`config.mk`:
```
export PLATFORM = sky130hd
export DESIGN_NAME = fmrt_exec
export DESIGN_NICKNAME = d
export VERILOG_FILES = /design/src/sv/fmrt_pkg.sv /design/src/sv/fmrt_exec.sv
export SDC_FILE = /design/constraint.sdc
export NUM_CORES = 1
export LEC_CHECK = 0
export BUFFER_PORTS_ARGS = -buffer_cell sky130_fd_sc_hd__clkbuf_2
export CAP_MARGIN = 25
export CORE_MARGIN = 3
export CORE_UTILIZATION = 47
export CTS_BUF_LIST = sky130_fd_sc_hd__clkbuf_16
export DETAILED_ROUTE_END_ITERATION = 8
export HOLD_SLACK_MARGIN = 0.03
export MAX_ROUTING_LAYER = met4
export PLACE_DENSITY = 0.74
export SLEW_MARGIN = 25
export SYNTH_ARGS = -nofsm -noshare
export SYNTH_HDL_FRONTEND = slang
export SYNTH_SLANG_ARGS = --single-unit
```
`constraint.sdc`:
```
create_clock -name clk_i -period 17.2 [get_ports clk_i]
set_input_delay 2.58 -clock clk_i [delete_from_list [all_inputs] [get_ports clk_i]]
set_output_delay 2.58 -clock clk_i [all_outputs]
set_load 0.05 [all_outputs]
```
`src/sv/fmrt_pkg.sv`:
```
// ----------------------------------------------------------------------------
// fmrt_pkg
// Shared types, register map constants and decode helpers for the FM synth
// register command front end.
// ----------------------------------------------------------------------------
package fmrt_pkg;

  // Shadow store: one byte per chip register on each of the two ports
  localparam int unsigned ShadowDepth = 512;
  localparam int unsigned ShadowAw    = $clog2(ShadowDepth);

  // Command codes
  typedef enum logic [3:0] {
    OpKeyOn        = 4'd0,
    OpKeyOff       = 4'd1,
    OpAlgorithm    = 4'd2,
    OpFeedback     = 4'd3,
    OpStereo       = 4'd4,
    OpMultiple     = 4'd5,
    OpDetune       = 4'd6,
    OpLevel        = 4'd7,
    OpAttack       = 4'd8,
    OpDecay        = 4'd9,
    OpSustainLevel = 4'd10,
    OpSustainRate  = 4'd11,
    OpRelease      = 4'd12,
    OpKeyScale     = 4'd13,
    OpRaw          = 4'd14
  } op_e;

  // Chip register map
  localparam logic [7:0] AddrFnumHi = 8'ha4;
  localparam logic [7:0] AddrFnumLo = 8'ha0;
  localparam logic [7:0] AddrKey    = 8'h28;
  localparam logic [7:0] KeyOnMask  = 8'hf0;
  localparam logic [7:0] AddrFbAlg  = 8'hb0;
  localparam logic [7:0] AddrStereo = 8'hb4;
  localparam logic [7:0] AddrDtMul  = 8'h30;
  localparam logic [7:0] AddrTl     = 8'h40;
  localparam logic [7:0] AddrKsAr   = 8'h50;
  localparam logic [7:0] AddrDr     = 8'h60;
  localparam logic [7:0] AddrSr     = 8'h70;
  localparam logic [7:0] AddrSlRr   = 8'h80;

  localparam logic [6:0] MaxKey     = 7'd95;
  localparam logic [2:0] MaxChannel = 3'd5;

  // Reciprocal of twelve for key splitting: key * 171 >> 11 == key / 12
  localparam logic [7:0] RecipTwelve = 8'd171;

  // One decoded command: target write and merge masks
  typedef struct packed {
    logic [1:0] count;   // writes this command emits
    logic       merge;   // read-modify-write through the shadow
    logic       port;
    logic [7:0] addr;
    logic [7:0] keep;    // bits kept from the shadow byte
    logic [7:0] bits;    // new field bits (or whole byte when keep is zero)
  } cmd_t;

  // Shadow write request
  typedef struct packed {
    logic                en;
    logic [ShadowAw-1:0] addr;
    logic [7:0]          data;
  } wr_t;

  // Up to three register writes for the output sequencer
  typedef struct packed {
    logic [1:0]      count;
    logic            port;
    logic [2:0][7:0] addr;
    logic [2:0][7:0] data;
  } burst_t;

  // F-number per note within an octave
  function automatic logic [10:0] fnum_lookup(input logic [3:0] note);
    logic [10:0] fn;
    case (note)
      4'd0:    fn = 11'd654;
      4'd1:    fn = 11'd693;
      4'd2:    fn = 11'd734;
      4'd3:    fn = 11'd778;
      4'd4:    fn = 11'd824;
      4'd5:    fn = 11'd873;
      4'd6:    fn = 11'd925;
      4'd7:    fn = 11'd980;
      4'd8:    fn = 11'd1038;
      4'd9:    fn = 11'd1100;
      4'd10:   fn = 11'd1165;
      4'd11:   fn = 11'd1235;
      default: fn = 11'd654;
    endcase
    return fn;
  endfunction

  // Map a command to its target register, masks and write count
  function automatic cmd_t decode_cmd(input logic [3:0] op,
                                      input logic [2:0] ch,
                                      input logic [1:0] oper,
                                      input logic [6:0] val,
                                      input logic       raw_port,
                                      input logic [7:0] raw_addr,
                                      input logic [7:0] raw_data);
    cmd_t       c;
    logic       hi;
    logic [1:0] slot;
    logic [7:0] off;
    hi   = (ch >= 3'd3);
    slot = hi ? 2'(ch - 3'd3) : ch[1:0];
    off  = {4'b0, oper, slot};
    c       = '0;
    c.port  = hi;
    c.count = 2'd1;
    unique case (op)
      OpKeyOn: begin
        c.count = (val > MaxKey) ? 2'd0 : 2'd3;
        c.addr  = AddrFnumHi + {6'b0, slot};
      end
      OpKeyOff: begin
        c.addr = AddrKey;
        c.bits = {5'b0, ch};
      end
      OpAlgorithm: begin
        c.merge = 1'b1;
        c.addr  = AddrFbAlg + {6'b0, slot};
        c.keep  = 8'hf8;
        c.bits  = {5'b0, val[2:0]};
      end
      OpFeedback: begin
        c.merge = 1'b1;
        c.addr  = AddrFbAlg + {6'b0, slot};
        c.keep  = 8'hc7;
        c.bits  = {2'b0, val[2:0], 3'b0};
      end
      OpStereo: begin
        c.merge = 1'b1;
        c.addr  = AddrStereo + {6'b0, slot};
        c.keep  = 8'h3f;
        c.bits  = {val[1:0], 6'b0};
      end
      OpMultiple: begin
        c.merge = 1'b1;
        c.addr  = AddrDtMul + off;
        c.keep  = 8'hf0;
        c.bits  = {4'b0, val[3:0]};
      end
      OpDetune: begin
        c.merge = 1'b1;
        c.addr  = AddrDtMul + off;
        c.keep  = 8'h8f;
        c.bits  = {1'b0, val[2:0], 4'b0};
      end
      OpLevel: begin
        c.addr = AddrTl + off;
        c.bits = {1'b0, val};
      end
      OpAttack: begin
        c.merge = 1'b1;
        c.addr  = AddrKsAr + off;
        c.keep  = 8'he0;
        c.bits  = {3'b0, val[4:0]};
      end
      OpDecay: begin
        c.merge = 1'b1;
        c.addr  = AddrDr + off;
        c.keep  = 8'he0;
        c.bits  = {3'b0, val[4:0]};
      end
      OpSustainLevel: begin
        c.merge = 1'b1;
        c.addr  = AddrSlRr + off;
        c.keep  = 8'h0f;
        c.bits  = {val[3:0], 4'b0};
      end
      OpSustainRate: begin
        c.addr = AddrSr + off;
        c.bits = {3'b0, val[4:0]};
      end
      OpRelease: begin
        c.merge = 1'b1;
        c.addr  = AddrSlRr + off;
        c.keep  = 8'hf0;
        c.bits  = {4'b0, val[3:0]};
      end
      OpKeyScale: begin
        c.merge = 1'b1;
        c.addr  = AddrKsAr + off;
        c.keep  = 8'h3f;
        c.bits  = {val[1:0], 6'b0};
      end
      OpRaw: begin
        c.port = raw_port;
        c.addr = raw_addr;
        c.bits = raw_data;
      end
      default: begin
        c.count = 2'd0;
      end
    endcase
    // Channels six and seven are dropped on everything but raw writes
    if (op != OpRaw && ch > MaxChannel) begin
      c.count = 2'd0;
      c.merge = 1'b0;
    end
    if (c.count == 2'd0) begin
      c.merge = 1'b0;
    end
    return c;
  endfunction

endpackage

```
`src/sv/fmrt_exec.sv`:
```
// ----------------------------------------------------------------------------
// fmrt_exec
// Command register and single-pass execute: shadow merge, key on split and
// F-number lookup, shadow write back with forwarding to the next command.
// ----------------------------------------------------------------------------
module fmrt_exec
  import fmrt_pkg::*;
(
  input  logic                clk_i,
  input  logic                rst_ni,
  input  logic                load_i,
  input  logic [3:0]          opcode_i,
  input  logic [2:0]          channel_i,
  input  logic [1:0]          operator_index_i,
  input  logic [6:0]          param_value_i,
  input  logic                raw_port_i,
  input  logic [7:0]          raw_address_i,
  input  logic [7:0]          raw_data_i,
  output logic [ShadowAw-1:0] rd_addr_o,
  input  logic [7:0]          rd_data_i,
  input  logic                ob_ready_i,
  output logic                valid_o,
  output logic                advance_o,
  output wr_t                 wr_o,
  output logic                burst_load_o,
  output burst_t              burst_o
);

  logic        valid_q;
  logic [3:0]  op_q;
  logic [2:0]  ch_q;
  logic [1:0]  oper_q;
  logic [6:0]  val_q;
  logic        raw_port_q;
  logic [7:0]  raw_addr_q;
  logic [7:0]  raw_data_q;
  logic        fwd_q;
  logic [7:0]  fwd_data_q;

  cmd_t        cmd_in;
  cmd_t        cmd_s;
  logic [7:0]  old_byte;
  logic [7:0]  merged;
  logic [14:0] key_prod;
  logic [3:0]  blk;
  logic [3:0]  note;
  logic [10:0] fn;

  // Read address of the incoming command
  always_comb begin
    cmd_in    = decode_cmd(opcode_i, channel_i, operator_index_i, param_value_i,
                           raw_port_i, raw_address_i, raw_data_i);
    rd_addr_o = {cmd_in.port, cmd_in.addr};
  end

  // Merge with the shadow byte, forwarded if the previous command wrote it
  always_comb begin
    cmd_s    = decode_cmd(op_q, ch_q, oper_q, val_q, raw_port_q, raw_addr_q, raw_data_q);
    old_byte = fwd_q ? fwd_data_q : rd_data_i;
    merged   = (old_byte & cmd_s.keep) | (cmd_s.bits & ~cmd_s.keep);
  end

  // Key split into octave and note
  always_comb begin
    key_prod = 15'(val_q) * 15'(RecipTwelve);
    blk      = key_prod[14:11];
    note     = 4'(val_q - 7'({blk, 3'b0}) - 7'({blk, 2'b0}));
    fn       = fnum_lookup(note);
  end

  // Write list for the output sequencer
  always_comb begin
    burst_o         = '0;
    burst_o.count   = cmd_s.count;
    burst_o.port    = cmd_s.port;
    burst_o.addr[0] = cmd_s.addr;
    if (op_q == OpKeyOn) begin
      burst_o.data[0] = {2'b0, blk[2:0], fn[10:8]};
      burst_o.addr[1] = AddrFnumLo | {6'b0, cmd_s.addr[1:0]};
      burst_o.data[1] = fn[7:0];
      burst_o.addr[2] = AddrKey;
      burst_o.data[2] = KeyOnMask | {5'b0, ch_q};
    end else begin
      burst_o.data[0] = merged;
    end
  end

  assign advance_o    = valid_q & ((cmd_s.count == 2'd0) | ob_ready_i);
  assign burst_load_o = valid_q & (cmd_s.count != 2'd0) & ob_ready_i;
  assign valid_o      = valid_q;

  always_comb begin
    wr_o.en   = advance_o & cmd_s.merge;
    wr_o.addr = {cmd_s.port, cmd_s.addr};
    wr_o.data = merged;
  end

  // Control state
  always_ff @(posedge clk_i or negedge rst_ni) begin
    if (!rst_ni) begin
      valid_q <= 1'b0;
      fwd_q   <= 1'b0;
    end else begin
      valid_q <= load_i | (valid_q & ~advance_o);
      if (load_i) begin
        fwd_q <= wr_o.en & (wr_o.addr == rd_addr_o);
      end
    end
  end

  // Command payload
  always_ff @(posedge clk_i) begin
    if (load_i) begin
      op_q       <= opcode_i;
      ch_q       <= channel_i;
      oper_q     <= operator_index_i;
      val_q      <= param_value_i;
      raw_port_q <= raw_port_i;
      raw_addr_q <= raw_address_i;
      raw_data_q <= raw_data_i;
      fwd_data_q <= wr_o.data;
    end
  end

endmodule

```
# Yosys cells after proc, flatten, opt, wreduce, memory -nomap -nowiden
# Memory sizes are Yosys's and may differ from the RTL's.
# Index checks and enable logic that the tools add are counted.
# W data, S select, Z words.
[totals] ff_bits=43 latch_bits=0 ram_bits=0 romBits=176 input_bits=45 out_inout_bits=81 wordCells=117 n_memories=1
[memory_table] name="(name not given)" words=16 word_bits=11 read_ports=1 rd_clocked_by_memory_dff=0 wr=0 line="fmrt_pkg.sv:79" text="case (note)"
[classes] add_sub_neg=22 multipliers=1 div=0 magnitude_cmp=4 n_eq_ne=30 n_shift=0 muxes=17 bitwise_logic=13 n_reduce_logical=19
[ops] op="$pmux W8 S11" n=2
[ops] op="$pmux W8 S10" n=1
[ops] op="$add A7 B4 Y8 const A" n=8
[ops] op="$eq A4 B4 Y1 const B" n=14
[ops] op="$pmux W8 S7" n=1
[ops] op="$add A8 B2 Y8 const A" n=6
[ops] op="$eq A4 B3 Y1 const B" n=8
[ops] op="$reduce_or A2 Y1" n=11
[ops] op="$add A8 B4 Y8 const A" n=2
[ops] op="$and A8 B8 Y8" n=2
[ops] op="$eq A4 B2 Y1 const B" n=4
[ops] op="$mux W16" n=1
[ops] op="$mux W8" n=2
[ops] op="$add A6 B4 Y7 const A" n=2
[ops] op="$mul A7 B8 Y14 const B" n=1
[ops] op="$mux W14" n=1
[ops] op="$reduce_or A14 Y1" n=1
[ops] op="$reduce_or A10 Y1" n=1
[ops] op="$eq A9 B9 Y1" n=1
[ops] op="$eq A4 B1 Y1 const B" n=2
[ops] op="$logic_not A4 Y1" n=2
[ops] op="$not A8 Y8" n=1
[ops] op="$or A8 B8 Y8" n=1
[ops] op="$sub A4 B4 Y4" n=2
[ops] op="16 further kinds" n=29

# Longest topological paths before layout
# Gate-level depths: netlist of run 1.
[depth] word_depth=10 depth_mapped=21 mapped_depth_nobuf=20

# Worst setup path before layout of run 1
# OpenSTA, ideal clock, no wires.
[synth_path] kind="register -> output" from="register val_q[6]" to="output port burst_o[13] in the netlist's numbering" arrival_time_ns=5.283 required_time_ns=14.620 slack_ns=9.337 stages_incl_launch_ff=19 path_buffers=0 path_cell_list="edfxtp_1 > ha_1 > fa_1 > inv_1 > fa_1 > inv_1 > fa_1 > ha_1 > a21oi_1 > nor2_1 > a211oi_1 > nand2_1 > xor2_1 > ha_1 > xor2_1 > xnor2_1 > a21o_2 > nand2_1 > nor3_1"
[synth_rtl] element="start: declaration" line="fmrt_exec.sv:33" text="logic [6:0] val_q;"
[synth_rtl] element="start signal: assignment" line="fmrt_exec.sv:117" text="val_q <= param_value_i;"
[synth_rtl] element="end: declaration" line="fmrt_exec.sv:26" text="output burst_t burst_o"

==> impl_metrics.json, run 1 <==
{
  "tns_ns": 0,
  "worstHoldPathType": "reg -> reg",
  "nets": 632,
  "syn2layout_area_growth_pct": 13.2,
  "num-fill-cells": 772,
  "die_h_um": 100,
  "ctsHoldBuffers": 0,
  "fmax_ghz": 0.121,
  "grt-ovfl-total": 0,
  "crit_chain": "ha_1 -> fa_1 -> inv_1 -> fa_1 -> inv_1 -> fa_1 -> ha_1 -> a21oi_1 -> nor2_1 -> a211oi_1 -> nand2_1 -> xor2_1 -> ha_1 -> xor2_1 -> xnor2_1 -> a21oi_1 -> or4_1 -> o211ai_2 -> clkbuf_2",
  "cts_made_buffers": 5,
  "pwr_density_cell_nw_per_um2": 115,
  "clk_latency_ns": 0.28,
  "die_w_um": 100,
  "synth_mux_area_share_pct": 2.78,
  "p_leak_nw": 2.20,
  "clock-root-buffer": "clkbuf_16",
  "drt-total-wl_mm": 10.3,
  "whs_path_depth": 2,
  "hold_viol_final": 0,
  "ys_types": 64,
  "grt_max_degree": 45,
  "slew_violations": 0,
  "synth_top_family_by_area": "compound AO/OA/AOI/OAI gates",
  "yosysSeqAreaShare_pct": 30.6,
  "crit_arrival_ns": 5.71,
  "synth-xor-area-share_pct": 4.39,
  "dominantRegCellSynth": "edfxtp_1",
  "first_pass_iters": 5,
  "synthAdderAreaFrac_pct": 17.5,
  "place.gp.congestion": 0.868,
  "regToRegSetupSlack_ns": 13.95,
  "peakVddDrop_uv": 54.6,
  "ctsResizeCount": 0,
  "grt_pass1_wl_mm": 16.6,
  "dp_slack_ns": 9.25,
  "htree_num_levels": 2,
  "io_pins": 126,
  "ff2ff_path_depth": 7,
  "clkSinkCount": 43,
  "hold_path_end": "valid_o",
  "synth-edff-count": 41,
  "clkTransAtPathRegs_ns": 0.05,
  "cp.required_ns": 14.62,
  "tightest_slew_ns": 0.952,
  "fp.coreArea_sq_um": 8420,
  "drt_drc_violations_left": 0,
  "synthesis.area_sq_um": 4190,
  "crit_slowest_cell": "edfxtp_1",
  "wl_per_cell_um": 16.2,
  "timing.rr.start": "op_q[2]",
  "post_cts_buffers": 0,
  "maxCapViolCount": 0,
  "final_common_cell": "clkbuf_2",
  "finalCritPeriodShare_pct": 48.2,
  "setup.worst_path.start_class": "flip-flop",
  "crit_type": "reg -> out",
  "n_antenna_cell": 0,
  "min_period_ns": 8.29,
  "synth.avg_cell_area_sq_um": 9.26,
  "drive_above_1_share_pct": 24.4,
  "start_util_pct": 49.7,
  "cts_tree": "built",
  "vias_per_cell": 5.75,
  "dp_hpwl_mm": 8.14,
  "worst_r2r_endpoint": "fwd_q",
  "synthCells": 452,
  "fin_skew_ns": 0.00476,
  "clock_path_buffers": 2,
  "setup_ws_ns": 8.91,
  "rows": 33,
  "crit_fanout": 13,
  "route.vias.total": 3667,
  "final_cell_mix": "clkbuf_2 (113), ha_1 (44), edfxtp_1 (41)",
  "drt_iter0_drc": 354,
  "port_buffers": 114,
  "relSlewSlack_pct": 36.5,
  "antenna_found_initial": 0,
  "outcome": "finished clean",
  "track_usage_pct": 21.2,
  "antenna_left": 0,
  "grt_pass1_vias": 3466,
  "synth_compound_area_share_pct": 19.4,
  "cp_slowest_stage_delay_ns": 0.61,
  "hp-start": "valid_o",
  "synthArstFlopShare_pct": 4.65,
  "die_area_sq_um": 10100,
  "synth_simple_gate_area_share_pct": 15.5,
  "rsz0062_at_grt": "false",
  "cp-end-kind": "output pin",
  "setup_viol": 0,
  "ys_seq_elements": 43,
  "yosysWarnings": 0
}
## worst max-delay path by stage
stage              from     endpoint  cells past startpoint
2_1_floorplan  val_q[6]  burst_o[13]                     18
3_3_place_gp   val_q[1]  burst_o[14]                     19
3_5_place_dp   val_q[1]  burst_o[14]                     19
4_1_cts        val_q[1]  burst_o[14]                     19
5_1_grt        val_q[1]  burst_o[14]                     19
6_report       val_q[1]  burst_o[14]                     19
## kinds of logic (layout without fill, tap and decap cells)
| family | Yosys count | after routing |
|---|---|---|
| buffers and inverters | 74 | 145 |
| adders and majority gates | 53 | 53 |
| AOI/OAI and AO/OA | 123 | 123 |
| DFF | 43 | 43 |
| other | 1 | 11 |
| xor gates and xnor gates | 21 | 21 |
| and+or+nand+nor | 126 | 126 |
| muxes | 11 | 11 |
## where the power goes
| part | switching, W | total (W) | internal [W] |
|---|---|---|---|
| Combinational | 0.000221 | 0.000322 | 0.000102 |
| Sequential | 0.0000126 | 0.000138 | 0.000126 |
| Clock | 0.0000328 | 0.0000843 | 0.0000515 |
| Total | 0.000266 | 0.000545 | 0.000279 |
## cell usage after synthesis (8+ instances only)
library cell,n,area (sq um)
inv_1,25,93.8
nor2b_1,11,68.8
clkbuf_1,9,33.8
o21ai_0,24,120
nand2b_1,8,50.1
fa_1,9,180
edfxtp_1,41,1230
a21o_1,8,60.1
ha_1,44,551
nor3_1,10,50.1
xor2_1,8,70.1
nand3_1,12,60.1
nor2_1,23,86.3
xnor2_1,13,114
nand2_1,32,120
buf_4,28,210
a21oi_1,33,165
## final cells by class
class	instances	area (sq um)	area share (%)
Timing Repair Buffer	114	571	12.0
Multi-Input combinational cell	345	2530	53.4
Sequential cell	43	1280	27.0
Inverter	25	93.8	1.98
Clock buffer	5	125	2.64
Tap cell	105	131	2.77
Clock inverter	1	3.75	0.0792
## flip-flops by register name, summed over array words and instances, names as in the netlist
name and count:
fwd_data_q 8, valid_o 1, fwd_q 1, oper_q 2, raw_addr_q 8, raw_data_q 8
ch_q 3, op_q 4, val_q 7, raw_port_q 1
## worst max-delay path: cells and delay by family, from the launching register on
kind | cells | cell delay, ns
fa+ha+maj | 6 | 2.12
buf+inv | 3 | 0.46
xor+xnor | 3 | 0.65
simple gates | 3 | 0.80
compound gates | 4 | 0.80
flops | 1 | 0.61
## per-stage QoR
stage / power (W) / cell area [sq um] / cells / utilization (%) / hold slack [ns]
floorplan: 0.000404 / 4220 / 462 / - / 0.752
CTS: 0.000547 / 4740 / 638 / 56.2 / 0.613
global route: 0.000587 / 4740 / 638 / 56.2 / 0.641
detailed placement: 0.000461 / 4610 / 632 / 54.7 / 0.603
global placement: 0.000452 / 4610 / 632 / 54.7 / 0.566
finish: 0.000545 / 4740 / 638 / 56.2 / 0.616
## layer usage
layer / track usage (%) / part of all wire, % / vias to the layer above
met5: - / 0 / -
li1: - / - / 1783
met2: 37.3 / 51 / 143
met3: 1.81 / 4.9 / 18
met1: 25.9 / 42 / 1723
met4: 6.32 / 1.7 / 0
Note: power is estimated with default switching activity, not from simulation.
==> inputs of run 2 (changes only) <==
- clock period: 17.2 -> 8.4 ns (I/O delays scaled with it)
==> run 2 against run 1 <==
Compared with the run above: combinational power up 100%; critical endpoint unchanged; design area up 0.24%; routed wire length up 0.46%; clock-buffer cell count unchanged; register-to-register slack worse by 8.8 ns; worst hold slack worse by 0.00072 ns; core utilization up 0.13 points.
==> impl_metrics.json, run 2 (same netlist as run 1, synthesis figures left out) <==
{
  "place.gp.congestion": 0.868,
  "antenna_found_initial": 0,
  "start_util_pct": 49.7,
  "crit_arrival_ns": 5.70,
  "crit_type": "reg -> out",
  "grt_max_degree": 45,
  "tns_ns": 0,
  "clock_path_buffers": 2,
  "hold_path_end": "valid_o",
  "finalCritPeriodShare_pct": 82.9,
  "rsz0062_at_grt": "false",
  "setup.worst_path.start_class": "flip-flop",
  "fmax_ghz": 0.144,
  "hold_viol_final": 0,
  "whs_ns": 0.615,
  "met3_usage_pct": 2.29,
  "grt_pass1_vias": 3468,
  "clkSinkCount": 43,
  "first_pass_iters": 5,
  "final_cell_mix": "clkbuf_2 (113), ha_1 (44), edfxtp_1 (41)",
  "relSlewSlack_pct": 35.6,
  "rows": 33,
  "ctsResizeCount": 0,
  "pwr_density_cell_nw_per_um2": 236,
  "port_buffers": 114,
  "dp_hpwl_mm": 8.20,
  "use_met2_pct": 37.2,
  "grt_busiest_layer": "met2",
  "die_h_um": 100,
  "worstHoldPathType": "reg -> reg",
  "final_common_cell": "clkbuf_2",
  "die_w_um": 100,
  "drive_above_1_share_pct": 24.9,
  "cp.required_ns": 7.14,
  "clkTransAtPathRegs_ns": 0.06,
  "outcome": "finished clean",
  "drt-total-wl_mm": 10.4,
  "maxCapViolCount": 0,
  "grt-ovfl-total": 0,
  "use_met1_pct": 25.8,
  "post_cts_buffers": 0,
  "fin_skew_ns": 0.00527,
  "nets": 632,
  "antenna_left": 0,
  "hp-start": "valid_o",
  "slew_violations": 0,
  "peakVddDrop_uv": 104,
  "cp-end-kind": "output pin",
  "wl_per_cell_um": 16.2,
  "fp.coreArea_sq_um": 8420,
  "worst_r2r_endpoint": "fwd_q",
  "die_area_sq_um": 10100,
  "crit_fanout": 13,
  "cts_made_buffers": 5,
  "clk_latency_ns": 0.28,
  "setup_viol": 0,
  "timing.rr.start": "op_q[2]",
  "n_antenna_cell": 0,
  "io_pins": 126,
  "p_leak_nw": 2.21,
  "route.vias.total": 3711,
  "htree_num_levels": 2,
  "vias_per_cell": 5.80,
  "drt_iter0_drc": 271,
  "largestRegisters": "fwd_data_q x8, raw_addr_q x8, raw_data_q x8",
  "min_period_ns": 6.96,
  "ctsHoldBuffers": 0,
  "regToRegSetupSlack_ns": 5.16,
  "grt_pass1_wl_mm": 16.5,
  "whs_path_depth": 2,
  "clock-root-buffer": "clkbuf_16",
  "tightest_slew_ns": 0.965,
  "cts_tree": "built",
  "drt_drc_violations_left": 0,
  "track_usage_pct": 21.2,
  "ff2ff_path_depth": 7,
  "syn2layout_area_growth_pct": 13.5
}
## run 2: changes by cell type in the layout (fill, tap and decap cells not counted), sizes merged
cell    delta
clkinv     +3
inv        -1
## run 2: layout make-up
cell class                      count  area [sq um]
Inverter                           25          93.8
Tap cell                          105           131
Clock buffer                        5           125
Fill cell                         788          3670
Timing Repair Buffer              114           571
Clock inverter                      3          15.0
Sequential cell                    43          1280
Multi-Input combinational cell    345          2530
## run 2: worst max path at each step
stage / depth (start not counted) / slack, ns / startpoint / to
floorplan: 18 / 1.86 / val_q[6] / burst_o[13]
global placement: 19 / 1.96 / val_q[1] / burst_o[14]
detailed placement: 19 / 1.78 / val_q[1] / burst_o[14]
CTS: 19 / 1.45 / val_q[1] / burst_o[14]
global route: 19 / 1.13 / val_q[1] / burst_o[14]
finish: 19 / 1.44 / val_q[1] / burst_o[14]
## run 2: report_power, final
group	switching, W	total [W]	internal (W)
sequential	0.0000258	0.000283	0.000257
clock	0.0000752	0.000184	0.000108
combinational	0.000447	0.000654	0.000207
total	0.000548	0.00112	0.000572
## run 2: stage by stage
step | cells | utilization, % | instance area (sq um) | setup WS (ns) | power, W
after global placement | 632 | 54.7 | 4610 | 1.96 | 0.000925
final | 640 | 56.4 | 4750 | 1.44 | 0.00112
after CTS | 640 | 56.4 | 4750 | 1.45 | 0.00113
after detailed placement | 632 | 54.7 | 4610 | 1.78 | 0.000942
after floorplan | 462 | - | 4220 | 1.86 | 0.000827
after global routing | 640 | 56.4 | 4750 | 1.13 | 0.00121
## run 2: worst max-delay path, stage by stage (launching register included)
cell and delay, ns:
edfxtp_1 0.61, ha_1 0.45, fa_1 0.42, inv_1 0.08
fa_1 0.40, inv_1 0.09, fa_1 0.42, ha_1 0.21
a21oi_1 0.14, nor2_1 0.06, a211oi_1 0.37, nand2_1 0.18
xor2_1 0.23, ha_1 0.21, xor2_1 0.21, xnor2_1 0.21
a21oi_1 0.18, or4_1 0.56, o211ai_2 0.09, clkbuf_2 0.29
## run 2: layer usage
metal  share of wire [%]  up-vias
li1                    -     1791
met1                  41     1744
met2                  51      162
met3                 6.2       14
met4                 1.3        0
met5                   0        -
