<file path="config.mk">
export PLATFORM = sky130hd
export DESIGN_NAME = fmrt_out
export DESIGN_NICKNAME = d
export VERILOG_FILES = /design/src/sv/fmrt_pkg.sv /design/src/sv/fmrt_out.sv
export SDC_FILE = /design/constraint.sdc
export NUM_CORES = 1
export LEC_CHECK = 0
export BUFFER_PORTS_ARGS = -buffer_cell sky130_fd_sc_hd__buf_2
export CAP_MARGIN = 20
export CORE_MARGIN = 3
export CORE_UTILIZATION = 44
export CTS_CLUSTER_DIAMETER = 40
export CTS_CLUSTER_SIZE = 10
export DETAILED_ROUTE_END_ITERATION = 6
export PLACE_DENSITY = 0.72
export SLEW_MARGIN = 20
export SYNTH_ARGS = -nofsm -noshare
export SYNTH_HDL_FRONTEND = slang
export SYNTH_SLANG_ARGS = --single-unit
</file>
<file path="constraint.sdc">
create_clock -name clk_i -period 1.45 [get_ports clk_i]
set_input_delay 0.0725 -clock clk_i [delete_from_list [all_inputs] [get_ports clk_i]]
set_output_delay 0.0725 -clock clk_i [all_outputs]
set_load 0.02 [all_outputs]
</file>
<file path="src/sv/fmrt_pkg.sv">
// ----------------------------------------------------------------------------
// fmrt_pkg
// Shared types, register map constants and decode helpers for the FM synth
// register command front end.
// ----------------------------------------------------------------------------
package fmrt_pkg;

  // Shadow store: one byte per chip register on each of the two ports
  localparam int unsigned ShadowDepth = 512;
  localparam int unsigned ShadowAw    = $clog2(ShadowDepth);

  // Command codes
  typedef enum logic [3:0] {
    OpKeyOn        = 4'd0,
    OpKeyOff       = 4'd1,
    OpAlgorithm    = 4'd2,
    OpFeedback     = 4'd3,
    OpStereo       = 4'd4,
    OpMultiple     = 4'd5,
    OpDetune       = 4'd6,
    OpLevel        = 4'd7,
    OpAttack       = 4'd8,
    OpDecay        = 4'd9,
    OpSustainLevel = 4'd10,
    OpSustainRate  = 4'd11,
    OpRelease      = 4'd12,
    OpKeyScale     = 4'd13,
    OpRaw          = 4'd14
  } op_e;

  // Chip register map
  localparam logic [7:0] AddrFnumHi = 8'ha4;
  localparam logic [7:0] AddrFnumLo = 8'ha0;
  localparam logic [7:0] AddrKey    = 8'h28;
  localparam logic [7:0] KeyOnMask  = 8'hf0;
  localparam logic [7:0] AddrFbAlg  = 8'hb0;
  localparam logic [7:0] AddrStereo = 8'hb4;
  localparam logic [7:0] AddrDtMul  = 8'h30;
  localparam logic [7:0] AddrTl     = 8'h40;
  localparam logic [7:0] AddrKsAr   = 8'h50;
  localparam logic [7:0] AddrDr     = 8'h60;
  localparam logic [7:0] AddrSr     = 8'h70;
  localparam logic [7:0] AddrSlRr   = 8'h80;

  localparam logic [6:0] MaxKey     = 7'd95;
  localparam logic [2:0] MaxChannel = 3'd5;

  // Reciprocal of twelve for key splitting: key * 171 >> 11 == key / 12
  localparam logic [7:0] RecipTwelve = 8'd171;

  // One decoded command: target write and merge masks
  typedef struct packed {
    logic [1:0] count;   // writes this command emits
    logic       merge;   // read-modify-write through the shadow
    logic       port;
    logic [7:0] addr;
    logic [7:0] keep;    // bits kept from the shadow byte
    logic [7:0] bits;    // new field bits (or whole byte when keep is zero)
  } cmd_t;

  // Shadow write request
  typedef struct packed {
    logic                en;
    logic [ShadowAw-1:0] addr;
    logic [7:0]          data;
  } wr_t;

  // Up to three register writes for the output sequencer
  typedef struct packed {
    logic [1:0]      count;
    logic            port;
    logic [2:0][7:0] addr;
    logic [2:0][7:0] data;
  } burst_t;

  // F-number per note within an octave
  function automatic logic [10:0] fnum_lookup(input logic [3:0] note);
    logic [10:0] fn;
    case (note)
      4'd0:    fn = 11'd654;
      4'd1:    fn = 11'd693;
      4'd2:    fn = 11'd734;
      4'd3:    fn = 11'd778;
      4'd4:    fn = 11'd824;
      4'd5:    fn = 11'd873;
      4'd6:    fn = 11'd925;
      4'd7:    fn = 11'd980;
      4'd8:    fn = 11'd1038;
      4'd9:    fn = 11'd1100;
      4'd10:   fn = 11'd1165;
      4'd11:   fn = 11'd1235;
      default: fn = 11'd654;
    endcase
    return fn;
  endfunction

  // Map a command to its target register, masks and write count
  function automatic cmd_t decode_cmd(input logic [3:0] op,
                                      input logic [2:0] ch,
                                      input logic [1:0] oper,
                                      input logic [6:0] val,
                                      input logic       raw_port,
                                      input logic [7:0] raw_addr,
                                      input logic [7:0] raw_data);
    cmd_t       c;
    logic       hi;
    logic [1:0] slot;
    logic [7:0] off;
    hi   = (ch >= 3'd3);
    slot = hi ? 2'(ch - 3'd3) : ch[1:0];
    off  = {4'b0, oper, slot};
    c       = '0;
    c.port  = hi;
    c.count = 2'd1;
    unique case (op)
      OpKeyOn: begin
        c.count = (val > MaxKey) ? 2'd0 : 2'd3;
        c.addr  = AddrFnumHi + {6'b0, slot};
      end
      OpKeyOff: begin
        c.addr = AddrKey;
        c.bits = {5'b0, ch};
      end
      OpAlgorithm: begin
        c.merge = 1'b1;
        c.addr  = AddrFbAlg + {6'b0, slot};
        c.keep  = 8'hf8;
        c.bits  = {5'b0, val[2:0]};
      end
      OpFeedback: begin
        c.merge = 1'b1;
        c.addr  = AddrFbAlg + {6'b0, slot};
        c.keep  = 8'hc7;
        c.bits  = {2'b0, val[2:0], 3'b0};
      end
      OpStereo: begin
        c.merge = 1'b1;
        c.addr  = AddrStereo + {6'b0, slot};
        c.keep  = 8'h3f;
        c.bits  = {val[1:0], 6'b0};
      end
      OpMultiple: begin
        c.merge = 1'b1;
        c.addr  = AddrDtMul + off;
        c.keep  = 8'hf0;
        c.bits  = {4'b0, val[3:0]};
      end
      OpDetune: begin
        c.merge = 1'b1;
        c.addr  = AddrDtMul + off;
        c.keep  = 8'h8f;
        c.bits  = {1'b0, val[2:0], 4'b0};
      end
      OpLevel: begin
        c.addr = AddrTl + off;
        c.bits = {1'b0, val};
      end
      OpAttack: begin
        c.merge = 1'b1;
        c.addr  = AddrKsAr + off;
        c.keep  = 8'he0;
        c.bits  = {3'b0, val[4:0]};
      end
      OpDecay: begin
        c.merge = 1'b1;
        c.addr  = AddrDr + off;
        c.keep  = 8'he0;
        c.bits  = {3'b0, val[4:0]};
      end
      OpSustainLevel: begin
        c.merge = 1'b1;
        c.addr  = AddrSlRr + off;
        c.keep  = 8'h0f;
        c.bits  = {val[3:0], 4'b0};
      end
      OpSustainRate: begin
        c.addr = AddrSr + off;
        c.bits = {3'b0, val[4:0]};
      end
      OpRelease: begin
        c.merge = 1'b1;
        c.addr  = AddrSlRr + off;
        c.keep  = 8'hf0;
        c.bits  = {4'b0, val[3:0]};
      end
      OpKeyScale: begin
        c.merge = 1'b1;
        c.addr  = AddrKsAr + off;
        c.keep  = 8'h3f;
        c.bits  = {val[1:0], 6'b0};
      end
      OpRaw: begin
        c.port = raw_port;
        c.addr = raw_addr;
        c.bits = raw_data;
      end
      default: begin
        c.count = 2'd0;
      end
    endcase
    // Channels six and seven are dropped on everything but raw writes
    if (op != OpRaw && ch > MaxChannel) begin
      c.count = 2'd0;
      c.merge = 1'b0;
    end
    if (c.count == 2'd0) begin
      c.merge = 1'b0;
    end
    return c;
  endfunction

endpackage

</file>
<file path="src/sv/fmrt_out.sv">
// ----------------------------------------------------------------------------
// fmrt_out
// Output register and write sequencer: plays out one to three register
// writes of a command, flagging the final one.
// ----------------------------------------------------------------------------
module fmrt_out
  import fmrt_pkg::*;
(
  input  logic       clk_i,
  input  logic       rst_ni,
  input  logic       load_i,
  input  burst_t     burst_i,
  output logic       ready_o,
  output logic       out_valid_o,
  input  logic       out_ready_i,
  output logic       bus_port_o,
  output logic [7:0] reg_address_o,
  output logic [7:0] reg_data_o,
  output logic       last_write_o
);

  logic       valid_q;
  logic [1:0] idx_q;
  burst_t     buf_q;
  logic       last;

  assign last    = (idx_q == buf_q.count - 2'd1);
  assign ready_o = ~valid_q | (out_ready_i & last);

  // Sequencer control
  always_ff @(posedge clk_i or negedge rst_ni) begin
    if (!rst_ni) begin
      valid_q <= 1'b0;
      idx_q   <= '0;
    end else if (load_i) begin
      valid_q <= 1'b1;
      idx_q   <= '0;
    end else if (valid_q && out_ready_i) begin
      if (last) begin
        valid_q <= 1'b0;
      end else begin
        idx_q <= idx_q + 2'd1;
      end
    end
  end

  // Write list payload
  always_ff @(posedge clk_i) begin
    if (load_i) begin
      buf_q <= burst_i;
    end
  end

  assign out_valid_o   = valid_q;
  assign bus_port_o    = buf_q.port;
  assign reg_address_o = buf_q.addr[idx_q];
  assign reg_data_o    = buf_q.data[idx_q];
  assign last_write_o  = last;

endmodule

</file>
# After elaboration in Yosys (flattened, before gate mapping)

Index checks and enable logic that the tools add are counted.

Bits of input ports: 55
Output and inout bits: 20
Word-level logic and storage cells: 33
Register bits after elaboration: 54

Muxes and demuxes: 10
Reductions and logical operators: 5
$add $sub $neg: 2
Eq/ne operators: 2
Bitwise operators: 3
Order comparisons: 1

Operators by type and width:

| kind                | number |
|---|---|
| $bmux 8 s2          | 2 |
| $mux 8              | 2 |
| $mux 2              | 3 |
| $reduce_and 2->1    | 2 |
| $reduce_bool 2->1   | 2 |
| $lt 2x3->1 const B  | 1 |
| $mux 1              | 3 |
| $add 2x1->2 const B | 1 |
| $eq 2x2->1          | 1 |
| $ne 2x2->1 const B  | 1 |
| $sub 2x1->2 const B | 1 |
| $and 1x1->1         | 1 |
| $logic_and 1x1->1   | 1 |
| $not 1->1           | 1 |
| $or 1x1->1          | 1 |

# Longest topological paths before layout

Gate-level depths: netlist (run 1).

Word-level depth: 5
Mapped depth: 5
Depth with buffers taken out: 3

# Worst setup path after synthesis (run 1)

OpenSTA, ideal clock, no wires.

Path kind: reg2out
From: reg idx_q[1]
To: out reg_address_o[0]
Setup slack: 50 ps
Arrival: 1,327 ps
Buffers on the path: 2
Required time: 1,378 ps
Cell stages (with the launch flop): 6
Cell sequence: dfrtp_1 and2b_1 clkbuf_1 clkbuf_1 nand2_1 o21ai_0

Cells in the longest elaborated chain, start to end: 2

Ends and longest elaborated chain:

| item                         | RTL line       | RTL |
|---|---|---|
| start, declared              | fmrt_out.sv:23 | `logic [1:0] idx_q;` |
| start signal, assigned       | fmrt_out.sv:42 | `idx_q <= idx_q + 2'd1;` |
| $bmux 8 s2                   | fmrt_out.sv:56 | `assign reg_address_o = buf_q.addr[idx_q];` |
| $mux 8 (not written as such) | fmrt_out.sv:56 |  |
| end, declared                | fmrt_out.sv:17 | `output logic [7:0] reg_address_o,` |

Every way passes these cells. The select of a mux whose other input is x is not followed.

# Worst setup path in the final report (run 1)

From: reg idx_q[1]
To: out reg_address_o[6]

Same word-level chain as after synthesis.

==> impl_metrics.csv, run 1 <==
group,metric,value,unit
pwr,fin_total_pwr,3.57,mW
logic_synthesis,synth.distinct_cells,23,
critical_path,critPathMaxFanout,8,
logic_synthesis,ys_warn_count,0,
clock_network,cts_tree,"yes",
drt,drtIter0Drc,114,
drt,wl,5.03,mm
layout,final_common_cell,"buf_2",
critical_path,cp-start-kind,"flop",
clock_network,clk_pin_slew,0.10,ns
critical_path,path_class,"reg2out",
run,maxCapViolations,0,
sta,fin_crit_sh,111,%
global_route,grt-ovfl-total,0,
layout,drive_gt1_share,47.2,%
logic_synthesis,synth_area,0.00207,mm^2
clock_network,clock_path_buffers,2,
sta,clock-skew-final,0.000512,ns
critical_path,endpoint_kind,"output port",
global_route,use_met2,33.4,%
layout,mostFrequentLayoutCells,"57 x buf_2, 52 x dlygate4sd3_1, 51 x edfxtp_1",
critical_path,worstPathArrival,1.54,ns
status,violations,"negative setup slack",
pwr,leakage,1.34,nW
critical_path,r2r_cells,4,
layout,fin_area,0.00339,mm^2
sta,report.final.slew_viol_count,0,
placed_design,dpl_cell_area,0.00255,mm^2
logic_synthesis,syn_avg_cell_area,16.5,um^2
clock_network,clock-sinks,54,
critical_path,required,1.38,ns
floorplan,die_w,74.6,um
sta,worstMarginPinSlew,0.453,ns
sta,fin_ws,-0.160,ns
critical_path,r2r_end,"idx_q[0]",
status,status,"finished, violations left",
placed_design,io_buffers,74,
layout,areaGrowthSynthToFinish,63.3,%
global_route,met1_usage,20.6,%
placed_design,dp_hpwl,3.00,mm
global_route,grt_pass1_vias,1576,
clock_network,cts-root-buf,"clkbuf_8",
pwr,power_density,1050,mW/mm^2
drt,antenna_left,0,
placed_design,gp_congestion,0.730,
sta,setup-violations-final,18,
layout,instances_no_fill,317,
layout,nNetsFinal,319,
global_route,antenna_found_initial,0,
placed_design,pre_cts_slack,0.115,ns
global_route,grt_max_degree,37,
sta,fmax,621,MHz
floorplan,core,0.00444,mm^2
drt,wl_per_cell,15.9,um
sta,maxSlewHeadroom,69.8,%
min_path,min_path_type,"in2async",
clock_network,clk_latency,0.30,ns
global_route,grt-busiest-layer,"met2",
logic_synthesis,netlist_instances,126,
drt,drc_errors,0,
floorplan,die_h,74.6,um
critical_path,rrSetupSlack,0.08,ns
critical_path,timing.rr.start,"idx_q[1]",
global_route,grt_usage,18.3,%
sta,min_period,1.61,ns
logic_synthesis,ys_seq_area_share,77.5,%
global_route,grt_util_met3,4.54,%
clock_network,cts_buffers,5,
global_route,grt_pass1_wl,7.29,mm
sta,rsz0062_at_grt,"yes",
logic_synthesis,syn_nets,181,
drt,first_pass_iters,4,
drt,viasPerCell,4.79,
layout,antenna_cells,0,
floorplan,ioPinCount,75,
drt,vias,1519,
floorplan,fp-row-count,24,
clock_network,htreeDepth,2,
sta,finalHoldViolCount,0,
logic_synthesis,ys_seq_elements,54,
floorplan,die_area,0.00557,mm^2
placed_design,dp.cells,254,
floorplan,initial_core_util,46.6,%
pwr,ir_worst_vdd,0.780,mV
## synth_stat cells, drive strengths merged
cell type | n | area (um^2)
edfxtp | 51 | 1530
mux2i | 17 | 170
nand2 | 17 | 63.8
o21ai | 16 | 80.1
clkbuf | 4 | 16.3
dfrtp | 3 | 75.1
buf | 2 | 16.3
nand2b | 2 | 12.5
nand3 | 2 | 10.0
a2111oi | 1 | 8.76
a21boi | 1 | 7.51
a21oi | 1 | 5.00
a31o | 1 | 8.76
a31oi | 1 | 6.26
and2b | 1 | 7.51
and3 | 1 | 6.26
nand3b | 1 | 7.51
nand4b | 1 | 8.76
or3 | 1 | 6.26
or3b | 1 | 8.76
xnor2 | 1 | 16.3
## registers in the layout (all words and copies together) (netlist names)
signal	flops
buf_q	50
idx_q	2
bus_port_o	1
out_valid_o	1
## critical path, cell delays in order (launching register included)
cell and delay [ns]:
dfrtp_2 0.45, and2b_2 0.29, buf_8 0.16, nand2_2 0.05
o21ai_1 0.10, buf_4 0.17
## where the power goes
group	leakage (nW)	internal, mW	total, mW	switching (mW)
logic	0.762	0.449	0.855	0.405
registers	0.532	1.84	1.90	0.0543
clock network	0.0416	0.332	0.815	0.483
total	1.34	2.62	3.57	0.943
## metrics by stage
step	TNS, ns	hold WS (ns)	util [%]
3_3_place_gp	0	-0.128	57.3
5_1_grt	-2.80	0.0831	76.2
2_1_floorplan	0	-0.223	-
3_5_place_dp	0	-0.127	57.3
4_1_cts	-1.83	0.0800	72.5
6_report	-1.57	0.0787	76.2
## how the worst max path moves through the flow
stage	startpoint	endpoint	slack (ns)
6_report	idx_q[1]	reg_address_o[6]	-0.16
5_1_grt	idx_q[1]	reg_address_o[6]	-0.24
4_1_cts	buf_q[50]	ready_o	-0.14
3_5_place_dp	buf_q[50]	out_valid_o	0.11
3_3_place_gp	idx_q[1]	out_valid_o	0.16
2_1_floorplan	idx_q[1]	reg_address_o[0]	0.05
## what timing repair did
| action | CTS | global route |
|---|---|---|
| hold buffers | 52 | 0 |
| hold endpoints to repair | 54 | 0 |
| buffers inserted | 3 | 0 |
| setup endpoints to repair | 18 | 19 |
| resized for setup | 27 | 55 |
| pin swaps | 10 | 2 |
## cell families (layout without fill, tap and decap cells)
logic type | after synthesis | count (layout) | synth area share (%)
flops | 54 | 54 | 77.5
xor+xnor | 1 | 1 | 0.785
mux | 17 | 17 | 8.21
compound gates | 21 | 21 | 5.61
buf+inv | 6 | 145 | 1.57
simple gates | 27 | 27 | 6.34
## routing by layer
metal | part of all wire, % | wire [um] | vias up
met5 | 0 | 0 | -
met2 | 58 | 2940 | 43
met1 | 37 | 1840 | 714
met4 | 1.3 | 66 | 0
met3 | 3.7 | 184 | 7
li1 | - | - | 755
## cell type report
type / count / area (um^2)
clock buffers: 5 / 68.8
clock inverters: 3 / 16.3
fillers: 283 / 1060
multi-input cells: 66 / 531
flip-flops and latches: 54 / 1610
well taps: 52 / 65.1
repair buffers: 137 / 1100
Power figures use the tool's default switching activity.
==> run 2: changes to the inputs <==
CORE_UTILIZATION = 48   (was 44)
PLACE_DENSITY = 0.75   (was 0.72)
clock period = 1.5 ns   (was 1.45 ns; I/O delays follow)
==> run 2 against run 1 <==
  * The flow still finishes with violations (negative setup slack)
  * Sequential cell count unchanged
  * Clock-buffer cell count did not move
  * Non-clock buffer count is 1 higher
  * Wire length rose by 9.0%
  * First-iteration DRC count up 15%
  * Largest power group unchanged
==> impl_metrics.csv, run 2 (synthesis results as in run 1) <==
group,metric,value,unit
pwr,power_frac_comb,22.8,%
pwr,p_int,2.89,mW
critical_path,critPathLaunch,"idx_q[1]",
critical_path,timing.rr.start,"buf_q[50]",
clock_network,clock_path_buffers,2,
clock_network,clk_pin_slew,0.09,ns
layout,areaGrowthSynthToFinish,66.9,%
layout,largest_reg_flops,50,
sta,min_period,1.61,ns
global_route,grt_max_degree,55,
floorplan,ioPinCount,75,
sta,tns,-0.849,ns
pwr,leakage,1.38,nW
min_path,min_path_type,"in2async",
layout,largestRegisters,"buf_q: 50 flops, idx_q: 2 flops",
placed_design,gp_congestion,0.737,
clock_network,clk_latency,0.30,ns
layout,fin_area,0.00346,mm^2
floorplan,die_area,0.00514,mm^2
sta,clock-skew-final,0.00278,ns
global_route,grt-ovfl-total,0,
critical_path,r2r_end,"idx_q[0]",
global_route,met1_usage,23.2,%
clock_network,htreeDepth,2,
sta,fmax,620,MHz
status,violations,"negative setup slack",
layout,top_register,"buf_q",
floorplan,fp-row-count,23,
critical_path,r2r_cells,4,
critical_path,critPathMaxFanout,5,
critical_path,cp-start-kind,"flop",
sta,setup-violations-final,18,
layout,nNetsFinal,320,
drt,drtIter0Drc,131,
critical_path,required,1.42,ns
global_route,grt_usage,21.2,%
floorplan,core,0.00409,mm^2
drt,wl,5.49,mm
clock_network,clock-sinks,54,
critical_path,rrSetupSlack,0.10,ns
global_route,grt_pass1_vias,1695,
critical_path,endpoint_kind,"output port",
clock_network,cts-root-buf,"clkbuf_8",
floorplan,die_w,71.7,um
global_route,grt-busiest-layer,"met2",
sta,fin_ws,-0.113,ns
status,status,"finished, violations left",
sta,report.final.slew_viol_count,0,
pwr,p_seq_share,48.4,%
clock_network,cts_buffers,5,
layout,drive_gt1_share,48.9,%
placed_design,io_buffers,74,
drt,wl_per_cell,17.4,um
critical_path,worstPathArrival,1.54,ns
layout,instances_no_fill,316,
pwr,power_density,1100,mW/mm^2
pwr,clkPwrFrac,28.9,%
sta,finalHoldViolCount,0,
run,maxCapViolations,0,
placed_design,dp.cells,251,
layout,final_common_cell,"buf_2",
floorplan,die_h,71.7,um
placed_design,dp_hpwl,2.82,mm
drt,first_pass_iters,4,
global_route,grt_util_met3,5.33,%
global_route,grt_pass1_wl,8.07,mm
layout,mostFrequentLayoutCells,"56 x buf_2, 52 x dlygate4sd3_1, 51 x edfxtp_1",
critical_path,cp-endpoint,"reg_address_o[2]",
floorplan,initial_core_util,50.7,%
placed_design,dpl_cell_area,0.00254,mm^2
global_route,antenna_found_initial,0,
sta,maxSlewHeadroom,75.1,%
drt,drc_errors,0,
layout,fin_util,84.7,%
clock_network,cts_tree,"yes",
sta,fin_crit_sh,108,%
pwr,switching_power,910,uW
sta,rsz0062_at_grt,"yes",
drt,antenna_left,0,
critical_path,path_class,"reg2out",
layout,antenna_cells,0,
pwr,ir_worst_vdd,0.915,mV
drt,vias,1607,
drt,viasPerCell,5.09,
pwr,swShare,24.0,%
global_route,use_met2,38.8,%
sta,worstMarginPinSlew,0.364,ns
layout,fill_cells,186,
==> run 2: cell type report <==
type,instances,area [um^2],area share (%)
Clock buffer,5,68.8,1.99
Multi-Input combinational cell,66,546,15.8
Clock inverter,3,63.8,1.84
Tap cell,50,62.6,1.81
Timing Repair Buffer,138,1110,32.1
Sequential cell,54,1610,46.5
==> run 2: routing by layer <==
metal | wire length, um | vias to the layer above
met3 | 237 | 11
li1 | - | 756
met2 | 3040 | 60
met5 | 0 | -
met1 | 2110 | 780
met4 | 105 | 0
==> run 2: power by group through the flow <==
stage	Clock [mW]	Sequential, mW	Combinational, mW
detailed placement	0	1.86	0.510
global placement	0	1.85	0.501
finish	1.10	1.84	0.865
global route	1.19	1.85	0.917
floorplan	0	1.85	0.274
CTS	1.11	1.82	0.688
==> run 2: critical path, cell delays in order, from the launching register on <==
cell	delay (ns)
dfrtp_2	0.45
and2b_2	0.30
buf_6	0.16
nand2_2	0.05
o21ai_1	0.11
buf_4	0.17
==> run 2: worst min-delay path by stage <==
stage,startpoint,endpoint,slack (ns)
2_1_floorplan,rst_ni,idx_q[0],-0.22
3_3_place_gp,rst_ni,out_valid_o,-0.12
3_5_place_dp,rst_ni,out_valid_o,-0.12
4_1_cts,rst_ni,out_valid_o,0.08
5_1_grt,rst_ni,idx_q[1],0.09
6_report,rst_ni,out_valid_o,0.08
==> run 2: per-stage QoR <==
step | setup slack (ns) | total power [mW] | hold slack [ns]
global placement | 0.207 | 2.35 | -0.125
floorplan | 0.0975 | 2.12 | -0.221
finish | -0.113 | 3.80 | 0.0845
detailed placement | 0.144 | 2.37 | -0.121
CTS | -0.0835 | 3.63 | 0.0815
global route | -0.182 | 3.96 | 0.0894
==> run 2: what timing repair did <==
action / 4_1_cts / 5_1_grt
gates resized for setup: 25 / 66
endpoints found under the setup margin: 17 / 18
hold buffers: 52 / 0
endpoints found under the hold margin: 54 / 0
gates cloned: 1 / 0
buffers inserted: 3 / 1
pin swaps: 5 / 11
==> run 3: changes to the inputs <==
==> constraint.sdc (replaced) <==
create_clock -name clk_i -period 1.5 [get_ports clk_i]
set_input_delay 0.45 -clock clk_i [delete_from_list [all_inputs] [get_ports clk_i]]
set_output_delay 0.45 -clock clk_i [all_outputs]
set_load 0.02 [all_outputs]
==> run 3 against run 2 <==
  * The run still ends with negative setup slack left
  * Worst hold slack better by 0.23 ns
  * Total power fell by 11%
  * Global-route usage shrank 3.1 points
  * Clock power shrank 26%
  * Die area unchanged
  * Wire length fell by 20%
  * Sequential power about the same
  * Utilization decreased by 13 points
  * Register-to-register slack improved by 0.02 ns
==> impl_metrics.csv, run 3 (synthesis results as in run 1) <==
group,metric,value,unit
status,status,"finished, violations left",
status,violations,"negative setup slack",
placed_design,dp.cells,257,
critical_path,path_class,"reg2out",
global_route,grt_usage,18.1,%
critical_path,crit_family,"flip-flops",
clock_network,clock_path_buffers,2,
clock_network,cts_tree,"yes",
drt,drtIter0Drc,66,
clock_network,clock-sinks,54,
sta,min_period,1.98,ns
floorplan,die_w,71.7,um
floorplan,initial_core_util,50.7,%
drt,topRoutingLayerUsed,"met5",
placed_design,io_buffers,74,
layout,instances_no_fill,267,
sta,maxSlewHeadroom,78.9,%
clock_network,clk_pin_slew,0.09,ns
global_route,grt_pass1_wl,6.97,mm
clock_network,cts_buffers,5,
layout,fin_util,71.9,%
critical_path,cp-start-kind,"flop",
global_route,antenna_found_initial,1,
sta,report.final.slew_viol_count,0,
clock_network,clk_latency,0.30,ns
global_route,grt_max_degree,40,
pwr,power_density,1150,mW/mm^2
placed_design,dp_hpwl,3.02,mm
layout,drive_gt1_share,60.4,%
placed_design,pre_cts_slack,-0.209,ns
floorplan,ioPinCount,75,
floorplan,die_h,71.7,um
floorplan,fp-row-count,23,
sta,hold_ws,0.317,ns
drt,viasPerCell,5.21,
placed_design,gp_congestion,0.788,
critical_path,rrSetupSlack,0.12,ns
critical_path,endpoint_kind,"output port",
layout,mostFrequentLayoutCells,"56 x buf_2, 51 x edfxtp_1, 16 x buf_6",
pwr,ir_worst_vdd,0.670,mV
critical_path,slowest_stage,"edfxtp_1",
layout,top_register,"buf_q",
drt,met1Wirelength,1.65,mm
sta,fin_crit_sh,132,%
layout,largest_reg_flops,50,
drt,wl_per_cell,16.5,um
clock_network,cts-root-buf,"clkbuf_8",
drt,vias,1390,
drt,drc_errors,0,
sta,finalHoldViolCount,0,
drt,antenna_left,0,
layout,largestRegisters,"buf_q: 50 flops, idx_q: 2 flops",
layout,final_common_cell,"buf_2",
critical_path,critPathMaxFanout,2,
sta,setup-violations-final,18,
global_route,grt_pass1_vias,1491,
sta,rsz0062_at_grt,"yes",
placed_design,dpl_cell_area,0.00264,mm^2
min_path,min_path_type,"in2reg",
critical_path,required,1.05,ns
drt,wl_met2,2.40,mm
critical_path,cp_num_buf_inv,1,
drt,wl_met3,255,um
clock_network,htreeDepth,2,
sta,fin_ws,-0.476,ns
layout,areaGrowthSynthToFinish,41.8,%
sta,worstMarginPinSlew,0.315,ns
pwr,leakage,1.18,nW
run,maxCapViolations,0,
drt,wl,4.41,mm
pwr,fin_total_pwr,3.39,mW
sta,fmax,506,MHz
sta,tns,-7.29,ns
critical_path,worstPathArrival,1.53,ns
drt,first_pass_iters,4,
layout,antenna_cells,0,
critical_path,cp_cell_sequence,"xnor2_4, or3b_4, nand3_2, buf_6",
layout,fin_area,0.00294,mm^2
floorplan,die_area,0.00514,mm^2
floorplan,core,0.00409,mm^2
layout,nNetsFinal,271,
global_route,grt-ovfl-total,0,
sta,clock-skew-final,0.000799,ns
critical_path,cpPeakStageDelay,0.48,ns
==> run 3: cell types whose count changed in the layout (fill, tap and decap cells not counted), moves of 2 or more <==
| cell | delta |
|---|---|
| buf_6 | -3 |
| bufinv_16 | -2 |
| dlygate4sd3_1 | -51 |
| nand2_4 | +3 |
| buf_4 | +5 |
| nand2_2 | -4 |
==> run 3: per-layer routing <==
| metal | GRT usage (%) | vias up |
|---|---|---|
| met5 | 0 | - |
| met1 | 20.6 | 663 |
| met4 | 6.89 | 2 |
| li1 | - | 663 |
| met3 | 5.89 | 12 |
| met2 | 31.5 | 50 |
==> run 3: repair_timing <==
item | CTS | global route
endpoints found under the setup margin | 18 | 19
setup buffers | 0 | 1
pin swaps | 12 | 2
hold endpoints to repair | 3 | 0
gates resized for setup | 48 | 15
hold buffers | 1 | 0
==> run 3: final timing paths <==
check / start / end / cells after the start
setup / recovery: buf_q[50] / ready_o / 4
max in group asynchronous: rst_ni / idx_q[1] / 2
hold reg to reg: buf_q[49] / idx_q[0] / 2
setup reg to reg: buf_q[50] / idx_q[0] / 4
min in group asynchronous: rst_ni / idx_q[1] / 2
hold / removal: burst_i[39] / buf_q[39] / 1
==> run 3: layout make-up <==
cell class | count | area, um^2
clock buffer | 7 | 86.3
multi-input combinational | 66 | 574
tap | 50 | 62.6
clock inverter | 1 | 5.00
fill | 285 | 1150
timing repair buffer | 89 | 603
sequential | 54 | 1610
==> run 3: where the power goes <==
| part | switching, mW | total [mW] | leakage [nW] | internal, mW |
|---|---|---|---|---|
| clock | 0.441 | 0.814 | 0.0482 | 0.373 |
| combinational | 0.379 | 0.742 | 0.594 | 0.363 |
| sequential | 0.0561 | 1.84 | 0.534 | 1.78 |
| total | 0.877 | 3.39 | 1.18 | 2.52 |
